$ cat src/rtl/ifgp_queue.sv
// ----------------------------------------------------------------------------
// ifgp_queue
// Small register FIFO between the front end and the back end.
// ----------------------------------------------------------------------------
module ifgp_queue #(
  parameter int WIDTH = 8,
  parameter int DEPTH = 4
) (
  input  logic             clk_i,
  input  logic             rst_ni,
  input  logic             push_i,
  input  logic [WIDTH-1:0] push_data_i,
  output logic             ready_o,
  output logic             valid_o,
  input  logic             pop_i,
  output logic [WIDTH-1:0] pop_data_o
);
  localparam int PTR_W = (DEPTH > 1) ? $clog2(DEPTH) : 1;
  localparam int CNT_W = $clog2(DEPTH + 1);

  logic [WIDTH-1:0] mem_q [DEPTH];
  logic [PTR_W-1:0] wr_ptr_q, wr_ptr_d, rd_ptr_q, rd_ptr_d;
  logic [CNT_W-1:0] cnt_q, cnt_d;
  logic             do_push, do_pop;

  assign ready_o    = (cnt_q != CNT_W'(DEPTH));
  assign valid_o    = (cnt_q != '0);
  assign do_push    = push_i && ready_o;
  assign do_pop     = pop_i && valid_o;
  assign pop_data_o = mem_q[rd_ptr_q];

  always_comb begin
    wr_ptr_d = wr_ptr_q;
    rd_ptr_d = rd_ptr_q;
    cnt_d    = cnt_q;
    if (do_push) begin
      wr_ptr_d = (wr_ptr_q == PTR_W'(DEPTH - 1)) ? '0 : wr_ptr_q + 1'b1;
    end
    if (do_pop) begin
      rd_ptr_d = (rd_ptr_q == PTR_W'(DEPTH - 1)) ? '0 : rd_ptr_q + 1'b1;
    end
    if (do_push && !do_pop) begin
      cnt_d = cnt_q + 1'b1;
    end else if (!do_push && do_pop) begin
      cnt_d = cnt_q - 1'b1;
    end
  end

  always_ff @(posedge clk_i or negedge rst_ni) begin
    if (!rst_ni) begin
      wr_ptr_q <= '0;
      rd_ptr_q <= '0;
      cnt_q    <= '0;
    end else begin
      wr_ptr_q <= wr_ptr_d;
      rd_ptr_q <= rd_ptr_d;
      cnt_q    <= cnt_d;
    end
  end

  always_ff @(posedge clk_i) begin
    if (do_push) begin
      mem_q[wr_ptr_q] <= push_data_i;
    end
  end

  ERR_CNT_RANGE: assert property (@(posedge clk_i) disable iff (!rst_ni)
    cnt_q <= CNT_W'(DEPTH)) else $error("queue count beyond depth");
  ERR_PTR_GAP: assert property (@(posedge clk_i) disable iff (!rst_ni)
    (cnt_q == '0) |-> (wr_ptr_q == rd_ptr_q)) else $error("empty queue with pointer gap");
  ERR_CNT_STEP: assert property (@(posedge clk_i) disable iff (!rst_ni)
    (do_push && !do_pop) |=> (cnt_q == $past(cnt_q) + 1'b1))
    else $error("queue count did not follow push");

endmodule

$ cat config.mk
export PLATFORM = sky130hd
export DESIGN_NAME = ifgp_queue
export DESIGN_NICKNAME = d
export VERILOG_FILES = /design/src/rtl/ifgp_queue.sv
export SDC_FILE = /design/constraint.sdc
export NUM_CORES = 1
export LEC_CHECK = 0
export CORE_MARGIN = 4
export CORE_UTILIZATION = 50
export CTS_CLUSTER_SIZE = 14
export DETAILED_ROUTE_END_ITERATION = 10
export DONT_BUFFER_PORTS = 1
export SLEW_MARGIN = 30
export SYNTH_ARGS = -nofsm -noshare
export SYNTH_HDL_FRONTEND = slang
export SYNTH_SLANG_ARGS = --single-unit
$ cat constraint.sdc
create_clock -name clk_i -period 4.7 [get_ports clk_i]
set_clock_uncertainty 0.05 [all_clocks]
set_input_delay 0.235 -clock clk_i [delete_from_list [all_inputs] [get_ports clk_i]]
set_output_delay 0.235 -clock clk_i [all_outputs]
set_load 0.1 [all_outputs]
==> flow_metrics.tcl <==
set metrics [dict create \
    outcome "finished clean" \
    grt_pass1_wl_um 3781 \
    cp-start-kind "flop" \
    cts_made_buffers 5 \
    worstPathArrival_ns 2.81 \
    path_class "reg2reg" \
    synth_cells 78 \
    cp.required_ns 4.90 \
    drt_wl_total_um 2353 \
    synth-edff-count 32 \
    rows 20 \
    cts_buffer_depth 2 \
    worstMarginPinSlew_ns 0.5897 \
    synth_nets 97 \
    hold_depth 2 \
    rr_endpoint "cnt_q[2]" \
    syn2layout_area_growth_pct 11.62 \
    pre_cts_ws_ns 2.069 \
    drive_gt1_frac 0.2688 \
    setup_violations 0 \
    portBuffers 0 \
    fmax_mhz 383.8 \
    post-route-util 0.5828 \
    cts.sinks 39 \
    hold_viol_final 0 \
    min-delay-start "pop_i" \
    grt.total_usage 0.1313 \
    postRouteAntennaNets 0 \
    synth.top_cell.area_share 0.6028 \
    clkLatencyLatePin_ns 0.32 \
    period_share 0.5544 \
    avgSynthCellArea_um2 20.44 \
    grt_overflow 0 \
    fin_crit_ns 2.606 \
    cts_tree "done" \
    synth_area_leaders "edfxtp_1 (60%), mux4_2 (11%), dfrtp_1 (11%), ha_1 (4.7%), mux2_2 (2.1%)" \
    drt-initial-drc-count 28 \
    synthArstFlopShare 0.1795 \
    setup_ws_ns 2.095 \
    fillers 264 \
    yosys-top-cells-count "edfxtp_1 (32), mux4_2 (8), dfrtp_1 (7)" \
    antenna_found_initial 0 \
    drv_slew 0 \
    gp_congestion 0.6644 \
    yosysMostFrequentCell "edfxtp_1" \
    routed_via_density 5.197 \
    holdPathEnd "rd_ptr_q[1]" \
    final.setup.tns_ns 0 \
    detail_route.first_pass.iterations 4 \
    path_max_fanout 4 \
    ys.flop_type "edfxtp_1" \
    end_kind "flop" \
    grt_max_degree 12 \
    regToRegStartpoint "cnt_q[0]" \
    hpwl_um 1595 \
    hp-class "in2reg" \
    die_x_um 64.46 \
    ys_warn_count 0 \
    root_buffer "clkbuf_4" \
    grt_pass1_vias 757 \
    fp.dieH_um 64.46 \
    yosys_register_bits 39 \
    htreeDepth 2 \
    reg2reg_depth 8 \
    vias 712 \
    drc 0 \
    io_pins 22 \
    rsz0062_at_grt "no" \
    maxSlewHeadroom 0.6069 \
    syn_area_um2 1594 \
    synth_top_area_cell "edfxtp_1" \
    cap_viol_max_count 0 \
    path_clk_slew_ns 0.10 \
    ys_seq_area_frac 0.7127 \
    antennaDiodeCount 0 \
    ctsResizeCount 0 \
    start_util 0.5221 \
    design.core.area_um2 3053 \
    dieArea_um2 4155 \
    ys_types 18 \
    nets 111 \
    r2r_slack_ns 2.09 \
    wl_per_cell_um 17.18 \
]
[state kept, by name, summed over array words and instances, names as in the netlist]
| signal | flops |
|---|---|
| mem_q | 32 |
| cnt_q | 3 |
| rd_ptr_q | 2 |
| wr_ptr_q | 2 |
[through the flow]
stage | instance area (um2) | hold WS, ns | instances
after floorplan | 1594 | -0.1106 | 78
after global placement | 1640 | -0.1104 | 120
after detailed placement | 1640 | -0.1103 | 120
after CTS | 1779 | 0.1352 | 137
after global routing | 1779 | 0.1326 | 137
final | 1779 | 0.1504 | 137
[timing repair]
item                      4_1_cts  5_1_grt
buffers inserted                0        0
hold buffers                    9        0
hold endpoints to repair       39        0
[worst max path at each step]
| stage | start | to | slack [ns] | depth (start not counted) |
|---|---|---|---|---|
| detailed placement | cnt_q[0] | cnt_q[2] | 2.07 | 8 |
| global route | cnt_q[0] | cnt_q[2] | 1.97 | 8 |
| finish | cnt_q[0] | cnt_q[2] | 2.09 | 8 |
| global placement | cnt_q[0] | cnt_q[2] | 2.16 | 8 |
| CTS | cnt_q[0] | cnt_q[2] | 2.07 | 8 |
| floorplan | cnt_q[0] | cnt_q[2] | 2.22 | 8 |
[cells in the final DEF, fill, tap and decap left out, drive strengths merged]
cell type,Yosys,final
edfxtp,32,32
dlygate4sd3,0,9
mux4,8,8
clkbuf,0,8
dfrtp,7,7
ha,6,6
mux2,5,5
and3,4,4
inv,3,3
nor2,3,3
xor2,2,2
or3b,1,1
and2,1,1
or3,1,1
nand2,1,1
xnor2,1,1
fa,1,1
[area by class of cell]
class / count / area [um2] / area share
Inverter: 3 / 11.26 / 0.006329
Multi-Input combinational cell: 34 / 437.9 / 0.2461
Clock buffer: 8 / 48.80 / 0.02743
Timing Repair Buffer: 9 / 90.09 / 0.05063
Sequential cell: 39 / 1136 / 0.6385
Tap cell: 44 / 55.05 / 0.03094
[per-layer routing]
layer  up-vias  GRT usage  wire [um]
li1        332          -          -
met1       354     0.1501       1003
met2        22     0.2088       1178
met3         4    0.07106        142
met4         0    0.04749         27
met5         -          0          0
[logic make-up (layout without fill, tap and decap cells)]
group                      Yosys count  after routing  share of synthesized area
DFF                                 39             39                     0.7127
muxes                               13             13                     0.1531
and+or+nand+nor                     11             11                    0.04553
adders and majority gates            7              7                    0.05965
buffers and inverters                5             20                    0.01255
xor gates and xnor gates             3              3                    0.01649
[worst max-delay path: stages, from the launching register on]
cell	delay, ns
dfrtp_1	0.45
or3_2	0.76
nand2_1	0.24
ha_1	0.21
inv_1	0.06
fa_1	0.37
xor2_1	0.15
nor2_1	0.11
xor2_1	0.14
Power is not shown: default switching activity piles up to over one toggle a cycle in this logic, so the estimate is an artifact.
