`src/rtl/ifgp_pkg.sv`:
```
// ----------------------------------------------------------------------------
// ifgp_pkg
// Shared codes for the image fit geometry planner: fit modes, status codes
// and the item kinds that the front end hands to the back end.
// ----------------------------------------------------------------------------
package ifgp_pkg;

  localparam logic [2:0] MODE_STRETCH = 3'd0;
  localparam logic [2:0] MODE_CONTAIN = 3'd1;
  localparam logic [2:0] MODE_COVER   = 3'd2;
  localparam logic [2:0] MODE_NONE    = 3'd3;

  typedef enum logic [1:0] {
    ST_OK   = 2'd0,
    ST_ZERO = 2'd1,
    ST_MODE = 2'd2,
    ST_OVF  = 2'd3
  } status_e;

  // What the back end has to do with a word
  typedef enum logic [2:0] {
    K_STRETCH  = 3'd0,
    K_CONT_H   = 3'd1,  // contain, scaled place height
    K_CONT_W   = 3'd2,  // contain, scaled place width
    K_COVER_W  = 3'd3,  // cover, scaled crop width
    K_COVER_H  = 3'd4,  // cover, scaled crop height
    K_NONE     = 3'd5,
    K_ERR_ZERO = 3'd6,
    K_ERR_MODE = 3'd7
  } kind_e;

endpackage

```
`src/rtl/ifgp_if.sv`:
```
// ----------------------------------------------------------------------------
// ifgp channel interfaces
// Request channel (extents, mode, focus) and result channel (status and
// rectangles), valid/ready handshake.
// ----------------------------------------------------------------------------
interface ifgp_in_if #(
  parameter int DIM_BITS        = 16,
  parameter int FOCUS_FRAC_BITS = 16
);
  logic                     valid;
  logic                     ready;
  logic [2:0]               mode;
  logic [DIM_BITS-1:0]      src_width;
  logic [DIM_BITS-1:0]      src_height;
  logic [DIM_BITS-1:0]      dst_width;
  logic [DIM_BITS-1:0]      dst_height;
  logic [FOCUS_FRAC_BITS:0] focus_horiz;
  logic [FOCUS_FRAC_BITS:0] focus_vert;

  modport source (output valid, mode, src_width, src_height, dst_width, dst_height,
                  focus_horiz, focus_vert, input ready);
  modport sink (input valid, mode, src_width, src_height, dst_width, dst_height,
                focus_horiz, focus_vert, output ready);
endinterface


```
`src/rtl/ifgp_front.sv`:
```
// ----------------------------------------------------------------------------
// ifgp_front
// Takes request words, forms both cross products, and classifies each word
// into a kind with the product, divisor and clamped focus the back end needs.
// ----------------------------------------------------------------------------
module ifgp_front #(
  parameter int DIM_BITS        = 16,
  parameter int FOCUS_FRAC_BITS = 16
) (
  input  logic                         clk_i,
  input  logic                         rst_ni,
  ifgp_in_if.sink                      in_i,
  output logic                         push_o,
  input  logic                         queue_ready_i,
  output ifgp_pkg::kind_e              kind_o,
  output logic [DIM_BITS-1:0]          sw_o,
  output logic [DIM_BITS-1:0]          sh_o,
  output logic [DIM_BITS-1:0]          dw_o,
  output logic [DIM_BITS-1:0]          dh_o,
  output logic [FOCUS_FRAC_BITS:0]     fx_o,
  output logic [FOCUS_FRAC_BITS:0]     fy_o,
  output logic [2*DIM_BITS-1:0]        prod_o,
  output logic [DIM_BITS-1:0]          div_o
);
  import ifgp_pkg::*;

  localparam int D  = DIM_BITS;
  localparam int PW = 2 * DIM_BITS;
  localparam int FW = FOCUS_FRAC_BITS + 1;
  localparam logic [FW-1:0] FOCUS_ONE = FW'(1) << FOCUS_FRAC_BITS;

  logic          v_q;
  logic [2:0]    mode_q;
  logic [D-1:0]  sw_q, sh_q, dw_q, dh_q;
  logic [FW-1:0] fx_q, fy_q;
  logic [PW-1:0] pa_q, pb_q;  // sw*dh, dw*sh
  logic          accept, wider, zero;

  assign in_i.ready = !v_q || queue_ready_i;
  assign accept     = in_i.valid && in_i.ready;
  assign push_o     = v_q;

  always_ff @(posedge clk_i or negedge rst_ni) begin
    if (!rst_ni) begin
      v_q <= 1'b0;
    end else if (in_i.ready) begin
      v_q <= in_i.valid;
    end
  end

  always_ff @(posedge clk_i) begin
    if (accept) begin
      mode_q <= in_i.mode;
      sw_q   <= in_i.src_width;
      sh_q   <= in_i.src_height;
      dw_q   <= in_i.dst_width;
      dh_q   <= in_i.dst_height;
      fx_q   <= (in_i.focus_horiz > FOCUS_ONE) ? FOCUS_ONE : in_i.focus_horiz;
      fy_q   <= (in_i.focus_vert > FOCUS_ONE) ? FOCUS_ONE : in_i.focus_vert;
      pa_q   <= PW'(in_i.src_width) * PW'(in_i.dst_height);
      pb_q   <= PW'(in_i.dst_width) * PW'(in_i.src_height);
    end
  end

  assign wider = pa_q > pb_q;
  assign zero  = (sw_q == '0) || (sh_q == '0) || (dw_q == '0) || (dh_q == '0);

  always_comb begin
    kind_o = K_STRETCH;
    prod_o = pa_q;
    div_o  = sw_q;
    if (zero) begin
      kind_o = K_ERR_ZERO;
    end else begin
      case (mode_q)
        MODE_STRETCH: kind_o = K_STRETCH;
        MODE_CONTAIN: begin
          if (wider) begin
            kind_o = K_CONT_H;
            prod_o = pb_q;
            div_o  = sw_q;
          end else begin
            kind_o = K_CONT_W;
            prod_o = pa_q;
            div_o  = sh_q;
          end
        end
        MODE_COVER: begin
          if (wider) begin
            kind_o = K_COVER_W;
            prod_o = pb_q;
            div_o  = dh_q;
          end else begin
            kind_o = K_COVER_H;
            prod_o = pa_q;
            div_o  = dw_q;
          end
        end
        MODE_NONE: kind_o = K_NONE;
        default:   kind_o = K_ERR_MODE;
      endcase
    end
  end

  assign sw_o = sw_q;
  assign sh_o = sh_q;
  assign dw_o = dw_q;
  assign dh_o = dh_q;
  assign fx_o = fx_q;
  assign fy_o = fy_q;

  ERR_HOLD: assert property (@(posedge clk_i) disable iff (!rst_ni)
    (v_q && !queue_ready_i) |=> v_q) else $error("front word dropped under stall");
  ERR_FOCUS: assert property (@(posedge clk_i) disable iff (!rst_ni)
    v_q |-> (fx_q <= FOCUS_ONE && fy_q <= FOCUS_ONE)) else $error("focus not clamped");
  ERR_DIV: assert property (@(posedge clk_i) disable iff (!rst_ni)
    (v_q && (kind_o == K_CONT_H || kind_o == K_CONT_W || kind_o == K_COVER_W ||
             kind_o == K_COVER_H)) |-> (div_o != '0)) else $error("zero divisor");

endmodule

```
`src/flat_wrapper.sv`:
```
// flat-port wrapper written by rule: the top's interface ports become plain ports
module ifgp_front_flat import ifgp_pkg::*;
#(
  parameter int DIM_BITS        = 16,
  parameter int FOCUS_FRAC_BITS = 16
)
  (clk_i, rst_ni, push_o, queue_ready_i, kind_o, sw_o, sh_o, dw_o, dh_o, fx_o, fy_o, prod_o, div_o, in_i_valid, in_i_mode, in_i_src_width, in_i_src_height, in_i_dst_width, in_i_dst_height, in_i_focus_horiz, in_i_focus_vert, in_i_ready);
  ifgp_in_if #(.DIM_BITS(DIM_BITS), .FOCUS_FRAC_BITS(FOCUS_FRAC_BITS)) in_i_i ();
  input  logic clk_i;
  input  logic rst_ni;
  output logic push_o;
  input  logic queue_ready_i;
  output ifgp_pkg::kind_e kind_o;
  output logic [DIM_BITS-1:0] sw_o;
  output logic [DIM_BITS-1:0] sh_o;
  output logic [DIM_BITS-1:0] dw_o;
  output logic [DIM_BITS-1:0] dh_o;
  output logic [FOCUS_FRAC_BITS:0] fx_o;
  output logic [FOCUS_FRAC_BITS:0] fy_o;
  output logic [2*DIM_BITS-1:0] prod_o;
  output logic [DIM_BITS-1:0] div_o;
  input wire logic [$bits(in_i_i.valid)-1:0] in_i_valid;
  input wire logic [$bits(in_i_i.mode)-1:0] in_i_mode;
  input wire logic [$bits(in_i_i.src_width)-1:0] in_i_src_width;
  input wire logic [$bits(in_i_i.src_height)-1:0] in_i_src_height;
  input wire logic [$bits(in_i_i.dst_width)-1:0] in_i_dst_width;
  input wire logic [$bits(in_i_i.dst_height)-1:0] in_i_dst_height;
  input wire logic [$bits(in_i_i.focus_horiz)-1:0] in_i_focus_horiz;
  input wire logic [$bits(in_i_i.focus_vert)-1:0] in_i_focus_vert;
  output wire logic [$bits(in_i_i.ready)-1:0] in_i_ready;
  assign in_i_i.valid = in_i_valid;
  assign in_i_i.mode = in_i_mode;
  assign in_i_i.src_width = in_i_src_width;
  assign in_i_i.src_height = in_i_src_height;
  assign in_i_i.dst_width = in_i_dst_width;
  assign in_i_i.dst_height = in_i_dst_height;
  assign in_i_i.focus_horiz = in_i_focus_horiz;
  assign in_i_i.focus_vert = in_i_focus_vert;
  assign in_i_ready = in_i_i.ready;
  ifgp_front #(.DIM_BITS(DIM_BITS), .FOCUS_FRAC_BITS(FOCUS_FRAC_BITS)) u_core (.clk_i(clk_i), .rst_ni(rst_ni), .in_i(in_i_i), .push_o(push_o), .queue_ready_i(queue_ready_i), .kind_o(kind_o), .sw_o(sw_o), .sh_o(sh_o), .dw_o(dw_o), .dh_o(dh_o), .fx_o(fx_o), .fy_o(fy_o), .prod_o(prod_o), .div_o(div_o));
endmodule
```
`config.mk`:
```
export PLATFORM = sky130hd
export DESIGN_NAME = ifgp_front_flat
export DESIGN_NICKNAME = d
export VERILOG_FILES = /design/src/rtl/ifgp_pkg.sv /design/src/rtl/ifgp_if.sv /design/src/rtl/ifgp_front.sv /design/src/flat_wrapper.sv
export SDC_FILE = /design/constraint.sdc
export NUM_CORES = 1
export LEC_CHECK = 0
export BUFFER_PORTS_ARGS = -buffer_cell sky130_fd_sc_hd__buf_2
export CORE_ASPECT_RATIO = 0.8
export CORE_MARGIN = 2
export CORE_UTILIZATION = 62
export DETAILED_ROUTE_END_ITERATION = 7
export GPL_TIMING_DRIVEN = 0
export HOLD_SLACK_MARGIN = 0.15
export PLACE_DENSITY = 0.83
export SETUP_SLACK_MARGIN = 0.15
export SLEW_MARGIN = 20
export SYNTH_ARGS = -nofsm -noshare
export SYNTH_HDL_FRONTEND = slang
export SYNTH_SLANG_ARGS = --single-unit
```
`constraint.sdc`:
```
create_clock -name clk_i -period 12.7 [get_ports clk_i]
set_clock_uncertainty 0.2 [all_clocks]
set_input_delay 0.635 -clock clk_i [delete_from_list [all_inputs] [get_ports clk_i]]
set_output_delay 0.635 -clock clk_i [all_outputs]
set_load 0.01 [all_outputs]
```
==> results of run 1 <==
-- logic make-up after synthesis --
family,Yosys count,synth area share
simple gates,732,0.152
fa+ha+maj,629,0.444
compound gates,231,0.0666
xor+xnor,51,0.0184
mux,48,0.0214
flops,166,0.205
buf+inv,591,0.0923
-- critical path, stage by stage --
cell and delay [ns]:
buf_2 0.27, clkbuf_1 0.56, nand2_1 0.17, fa_1 0.54, fa_1 0.59, fa_1 0.46
fa_1 0.56, inv_1 0.06, fa_1 0.47, inv_1 0.05, fa_1 0.47, inv_1 0.04
ha_1 0.38, nand3_1 0.21, o41a_1 0.43, a2111oi_2 0.64, o2111ai_1 0.27, and2_1 0.25
o21ai_1 0.21, o311ai_1 0.12
-- synth_stat cells, types with 4 or more instances --
| library cell | count | area [um^2] |
|---|---|---|
| nand2_1 | 317 | 1190 |
| xnor2_1 | 39 | 342 |
| nand4_1 | 14 | 87.6 |
| nand2b_1 | 6 | 37.5 |
| xor2_1 | 12 | 105 |
| buf_2 | 4 | 20.0 |
| edfxtp_1 | 165 | 4950 |
| nor4_1 | 28 | 175 |
| fa_1 | 388 | 7770 |
| nor3_1 | 10 | 50.1 |
| mux2_1 | 28 | 315 |
| ha_1 | 240 | 3000 |
| o21a_1 | 11 | 82.6 |
| a22oi_1 | 17 | 128 |
| o21ai_1 | 5 | 25.0 |
| nor2b_1 | 34 | 213 |
| o21bai_1 | 8 | 60.1 |
| a221o_1 | 5 | 50.1 |
| a22o_1 | 14 | 123 |
| a21o_1 | 38 | 285 |
| mux2i_1 | 17 | 170 |
| a21oi_1 | 56 | 280 |
| a31oi_1 | 6 | 37.5 |
| clkbuf_1 | 77 | 289 |
| nand3_1 | 19 | 95.1 |
| o31ai_1 | 4 | 30.0 |
| a211oi_1 | 11 | 82.6 |
| and2_1 | 247 | 1550 |
| o21ai_0 | 24 | 120 |
| inv_1 | 508 | 1910 |
| nor2_1 | 39 | 146 |
| or2_2 | 4 | 25.0 |
-- timing repair --
item	CTS	global route
hold buffers	1	0
endpoints found under the hold margin	1	0
endpoints found under the setup margin	0	0
-- through the flow --
step | hold slack, ns | setup slack, ns | utilization
2_1_floorplan | 0.139 | 6.28 | -
3_3_place_gp | 0.209 | 5.14 | 0.680
3_5_place_dp | 0.211 | 5.01 | 0.682
4_1_cts | 0.164 | 5.44 | 0.699
5_1_grt | 0.177 | 5.09 | 0.699
6_report | 0.175 | 5.29 | 0.699
-- routing by layer --
metal | up-vias | track usage
li1 | 8297 | -
met1 | 9467 | 0.495
met2 | 1046 | 0.553
met3 | 185 | 0.0742
met4 | 0 | 0.170
met5 | - | 0
-- worst max path at each step --
stage	cells past startpoint	slack, ns	end	start
2_1_floorplan	19	6.28	u_core.pa_q[29]	in_i_src_width[10]
6_report	20	5.29	u_core.pa_q[29]	in_i_src_width[10]
3_3_place_gp	20	5.14	u_core.pa_q[29]	in_i_src_width[9]
4_1_cts	20	5.44	u_core.pa_q[29]	in_i_src_width[10]
3_5_place_dp	20	5.01	u_core.pa_q[29]	in_i_src_width[10]
5_1_grt	20	5.09	u_core.pa_q[29]	in_i_src_width[10]
-- report_power, final --
group / switching (W) / leakage (nW) / total (W) / internal (W)
combinational: 0.00363 / 11.3 / 0.00625 / 0.00261
sequential: 0.0000658 / 1.59 / 0.00107 / 0.00101
clock: 0.000244 / 0.317 / 0.000596 / 0.000352
total: 0.00394 / 13.2 / 0.00792 / 0.00397
-- sequential cells by signal, indices dropped and copies added, names as in the netlist, 3 cells and up --
register and count:
u_core.sh_o 16, u_core.pa_q 32, u_core.dh_o 16, u_core.dw_o 16, u_core.mode_q 3, u_core.fy_o 17
u_core.sw_o 16, u_core.fx_o 17, u_core.pb_q 32
-- layout make-up --
| cell class | count | area (um^2) |
|---|---|---|
| Antenna cell | 1 | 2.50 |
| Timing Repair Buffer | 258 | 1340 |
| Clock inverter | 13 | 219 |
| Inverter | 508 | 1910 |
| Multi-Input combinational cell | 1691 | 17000 |
| Buffer | 83 | 332 |
| Clock buffer | 18 | 429 |
| Tap cell | 495 | 619 |
| Fill cell | 2950 | 11600 |
| Sequential cell | 166 | 4980 |
==> key figures, run 1 <==
Placed design
  – RePlAce Congestion: 1.04
  – Dpl cells: 3200
  – DP HPWL: 57.3 mm
  – Placed cell areas: 26200 um^2
  – Port bufs: 255

Clocking
  – Clk_lat worst skew: 0.46 ns
  – Post-CTS Resized: 0
  – CTS Buf Count: 17
  – Clk slew on worst S/H paths: 0.07 ns
  – Post-CTS Repair Setup Buffers: 0
  – CTS Buffer Depth: 2
  – Clock Sinks: 166
  – CTS root buf: clkbuf_16
  – CTS tree: yes
  – Max H-tree Level: 4

Cells and area
  – Most frequent cells in the layout: inv_1 (508), fa_1 (388), nand2_1 (317), buf_2 (259), and2_1 (246)
  – Non-filler cells, final: 3233
  – Layout cell share with drive strength beyond 1: 0.113
  – Design area: 26900 um^2
  – Area growth from synthesis to layout: 10.8%
  – Commonest non-fill, non-tap cell in the layout: inv_1
  – Nets: 3458

Hold path
  – WHS Path Cells: 2
  – Min-delay src: in_i_valid
  – Min-Delay Path Class: in2reg
  – Hold Path Sink: u_core.push_o

Drt
  – Routed WL: 69.9 mm
  – Vias per inst: 5.88
  – Final ANT Viol Nets: 0
  – Detailed Routing Iterations Pass 1: 6
  – Drt wl/cell: 21.6 um
  – Routed wl met2: 30.9 mm
  – # DRC: 0
  – Max Used Layer: met4
  – Initial DRC Count: 1768
  – Wire length on met3: 7.58 mm
  – M1 WL: 27.7 mm
  – Via count: 19.0k

Floorplan
  – Vert. Die Dim: 181 um
  – Die X-Extent: 225 um
  – Row count: 64
  – DIE AREA: 40700 um^2
  – Core area: 38400 um^2
  – Starting Density: 0.631
  – I/O pin total: 256

Critical path
  – Worst r2r src: u_core.push_o
  – CP Data Required Time: 12.71 ns
  – FF-to-FF setup slack: 10.60 ns
  – Crit Path Category: in2reg
  – RR Endpoint: u_core.pa_q[31]
  – Crit. End Element: flop
  – Critical path fanouts, max: 10
  – R2r worst-path depth: 3
  – Crit path DAT: 7.42 ns
  – Startpoint Class: input pin

GRT
  – Number of global-route vias before repair: 19.8k
  – First-pass GRT wire length: 110 mm
  – GR Overflow Total: 0
  – Total GRT Usage: 0.361
  – Initial antenna violation count: 2
  – Largest net degree at the start of global routing: 58

Run
  – Max-Cap Viols: 0

Timing
  – Period utilization: 0.583
  – RSZ-0062 raised after global routing: false
  – Max frequency: 0.135 GHz
  – Final Max Tran Viols: 0
  – Final hold violations: 0
  – Worst-Margin Slew: 1.01 ns
  – Max transition margin: 0.324
  – Setup TNS: 0 ns
  – Minimum clock period: 7.41 ns
  – Finish-stage setup viols: 0

Power
  – IR Drop Worst-Case VDD: 0.392 mV
  – Pleak: 13.2 nW
  – Overall Power: 0.00792 W
  – PwrDens: 295 nW/um^2

Synthesis
  – Syn Inst Count: 2448
  – Synth warn: 0
  – Top_reg_cell synth: edfxtp_1
  – Seq/Total Area, Yosys: 0.205
  – Yosys reg bits: 166
  – Cell Area, Synth: 24300 um^2
  – Post-synth EDFFs: 165
  – Avg Cell Area, Syn: 9.91 um^2
  – Syn Nets: 3181
  – Synth unique cells: 65
  – Asr flop ratio synth: 0.00602

Status
  – Status: complete, no violations
Power figures use the tool's default switching activity.
==> inputs of run 2 (changes only) <==
clock period = 7.2 ns   (was 12.7 ns; I/O delays follow)
==> key figures, run 2 (synthesis gave the netlist of run 1 again) <==
GRT
  – Number of global-route vias before repair: 20.8k
  – Initial antenna violation count: 4
  – Largest net degree at the start of global routing: 58
  – GR Overflow Total: 0
  – Total GRT Usage: 0.379
  – First-pass GRT wire length: 115 mm

Critical path
  – Crit path DAT: 7.00 ns
  – Cell Chain, Critical Path: dlygate4sd3_1 > buf_2 > clkbuf_2 > and2_1 > fa_1 > fa_1 > fa_1 > fa_1 > fa_1 > inv_1 > fa_1 > inv_1 > ha_1 > a211oi_1 > nand2_1 > nor4_2 > a2111oi_4 > o2111ai_1 > and2_1 > o21ai_1 > o311ai_1
  – Crit. End Element: flop
  – Critical path fanouts, max: 10
  – Critical path's slowest cell: dlygate4sd3_1
  – Crit Path Category: in2reg
  – CP max stage delay: 0.56 ns
  – Startpoint Class: input pin
  – CP Data Required Time: 7.30 ns
  – CP most frequent cell: fa_1

Power
  – Pleak: 13.8 nW
  – PwrDens: 509 nW/um^2
  – IR Drop Worst-Case VDD: 0.690 mV

Cells and area
  – Largest registers: u_core.pa_q (32), u_core.pb_q (32)
  – Area growth from synthesis to layout: 15.7%
  – Non-filler cells, final: 3341
  – Layout cell share with drive strength beyond 1: 0.116
  – Nets: 3566
  – Fill cell count: 2784
  – Commonest non-fill, non-tap cell in the layout: inv_1
  – Design area: 28100 um^2
  – Most frequent cells in the layout: inv_1 (508), fa_1 (388), nand2_1 (317), buf_2 (259), and2_1 (246)

Floorplan
  – Row count: 64
  – Die X-Extent: 225 um
  – Core area: 38400 um^2
  – Vert. Die Dim: 181 um
  – DIE AREA: 40700 um^2
  – Starting Density: 0.631
  – I/O pin total: 256

Timing
  – Max transition margin: 0.296
  – Period utilization: 0.958
  – Worst hold slack: 0.238 ns
  – Minimum clock period: 6.90 ns
  – Worst-Margin Slew: 1.05 ns
  – Final hold violations: 0
  – RSZ-0062 raised after global routing: false
  – Finish-stage setup viols: 0
  – Final Max Tran Viols: 0
  – Max frequency: 0.145 GHz
  – Post-route setup slack: 0.302 ns

Drt
  – Via count: 19.8k
  – # DRC: 0
  – Vias per inst: 5.92
  – Routed WL: 73.4 mm
  – Detailed Routing Iterations Pass 1: 6
  – Initial DRC Count: 1814
  – Drt wl/cell: 22.0 um
  – Final ANT Viol Nets: 0

Placed design
  – Worst slack, placed: -0.211 ns
  – Placed cell areas: 26200 um^2
  – Dpl cells: 3200
  – Port bufs: 255
  – RePlAce Congestion: 1.04
  – DP HPWL: 57.3 mm

Run
  – Max-Cap Viols: 0

Clocking
  – Clk slew on worst S/H paths: 0.08 ns
  – Max H-tree Level: 4
  – Clk_lat worst skew: 0.46 ns
  – Clock Sinks: 166
  – CTS tree: yes
  – CTS Buf Count: 17
  – CTS root buf: clkbuf_16
  – CTS Buffer Depth: 2

Hold path
  – Min-Delay Path Class: in2reg

Status
  – Status: complete, no violations
==> run 2: cell count changes in the layout (fill, tap and decap cells not counted), sizes merged <==
cell	before	now
buf	263	265
clkbuf	95	87
dlygate4sd3	1	115
==> run 2: where the power goes <==
part	internal (W)	leakage [nW]	switching (W)	total (W)
clock	0.000621	0.317	0.000441	0.00106
combinational	0.00475	11.9	0.00659	0.0113
sequential	0.00178	1.59	0.000119	0.00189
total	0.00715	13.8	0.00715	0.0143
==> run 2: final cells by class <==
class | instances | area, um^2 | area share
Antenna cell | 1 | 2.50 | 0.0000892
Timing Repair Buffer | 373 | 2490 | 0.0887
Sequential cell | 166 | 4980 | 0.177
Buffer | 76 | 333 | 0.0119
Clock buffer | 18 | 429 | 0.0153
Clock inverter | 13 | 219 | 0.00780
Inverter | 508 | 1910 | 0.0679
Tap cell | 495 | 619 | 0.0221
Multi-Input combinational cell | 1691 | 17100 | 0.609
==> run 2: repair_timing <==
item | 4_1_cts | 5_1_grt
setup endpoints to repair | 0 | 17
endpoints found under the hold margin | 105 | 0
gates resized for setup | 0 | 47
buffers inserted | 0 | 1
hold buffers | 115 | 0
==> run 2: layer usage <==
| layer | vias to the layer above | GRT usage | part of all wire |
|---|---|---|---|
| met5 | - | 0 | 0 |
| met4 | 0 | 0.201 | 0.060 |
| met2 | 1206 | 0.572 | 0.44 |
| met3 | 243 | 0.102 | 0.12 |
| met1 | 9802 | 0.504 | 0.38 |
| li1 | 8520 | - | - |
==> run 2: through the flow <==
step | TNS, ns | power, W | utilization
floorplan | 0 | 0.0102 | -
global placement | -0.115 | 0.0123 | 0.680
detailed placement | -0.472 | 0.0127 | 0.682
CTS | 0 | 0.0139 | 0.729
global route | 0 | 0.0158 | 0.730
finish | 0 | 0.0143 | 0.730
==> run 2: worst paths after layout <==
kind	from	to	slack [ns]	cells past startpoint
worst max-delay path	in_i_src_width[1]	u_core.pa_q[29]	0.30	21
worst min-delay path	in_i_dst_height[1]	u_core.pa_q[1]	0.24	3
worst max register to register	u_core.push_o	u_core.dh_o[14]	5.07	3
worst min register to register	u_core.push_o	u_core.push_o	0.87	3
max in group asynchronous	rst_ni	u_core.push_o	6.18	3
min in group asynchronous	rst_ni	u_core.push_o	0.51	3
==> run 2: worst max-delay path, delay by kind of cell <==
kind	cells	cell delay, ns
buf+inv	5	1.22
simple gates	4	1.02
fa+ha+maj	7	3.18
compound gates	5	1.22
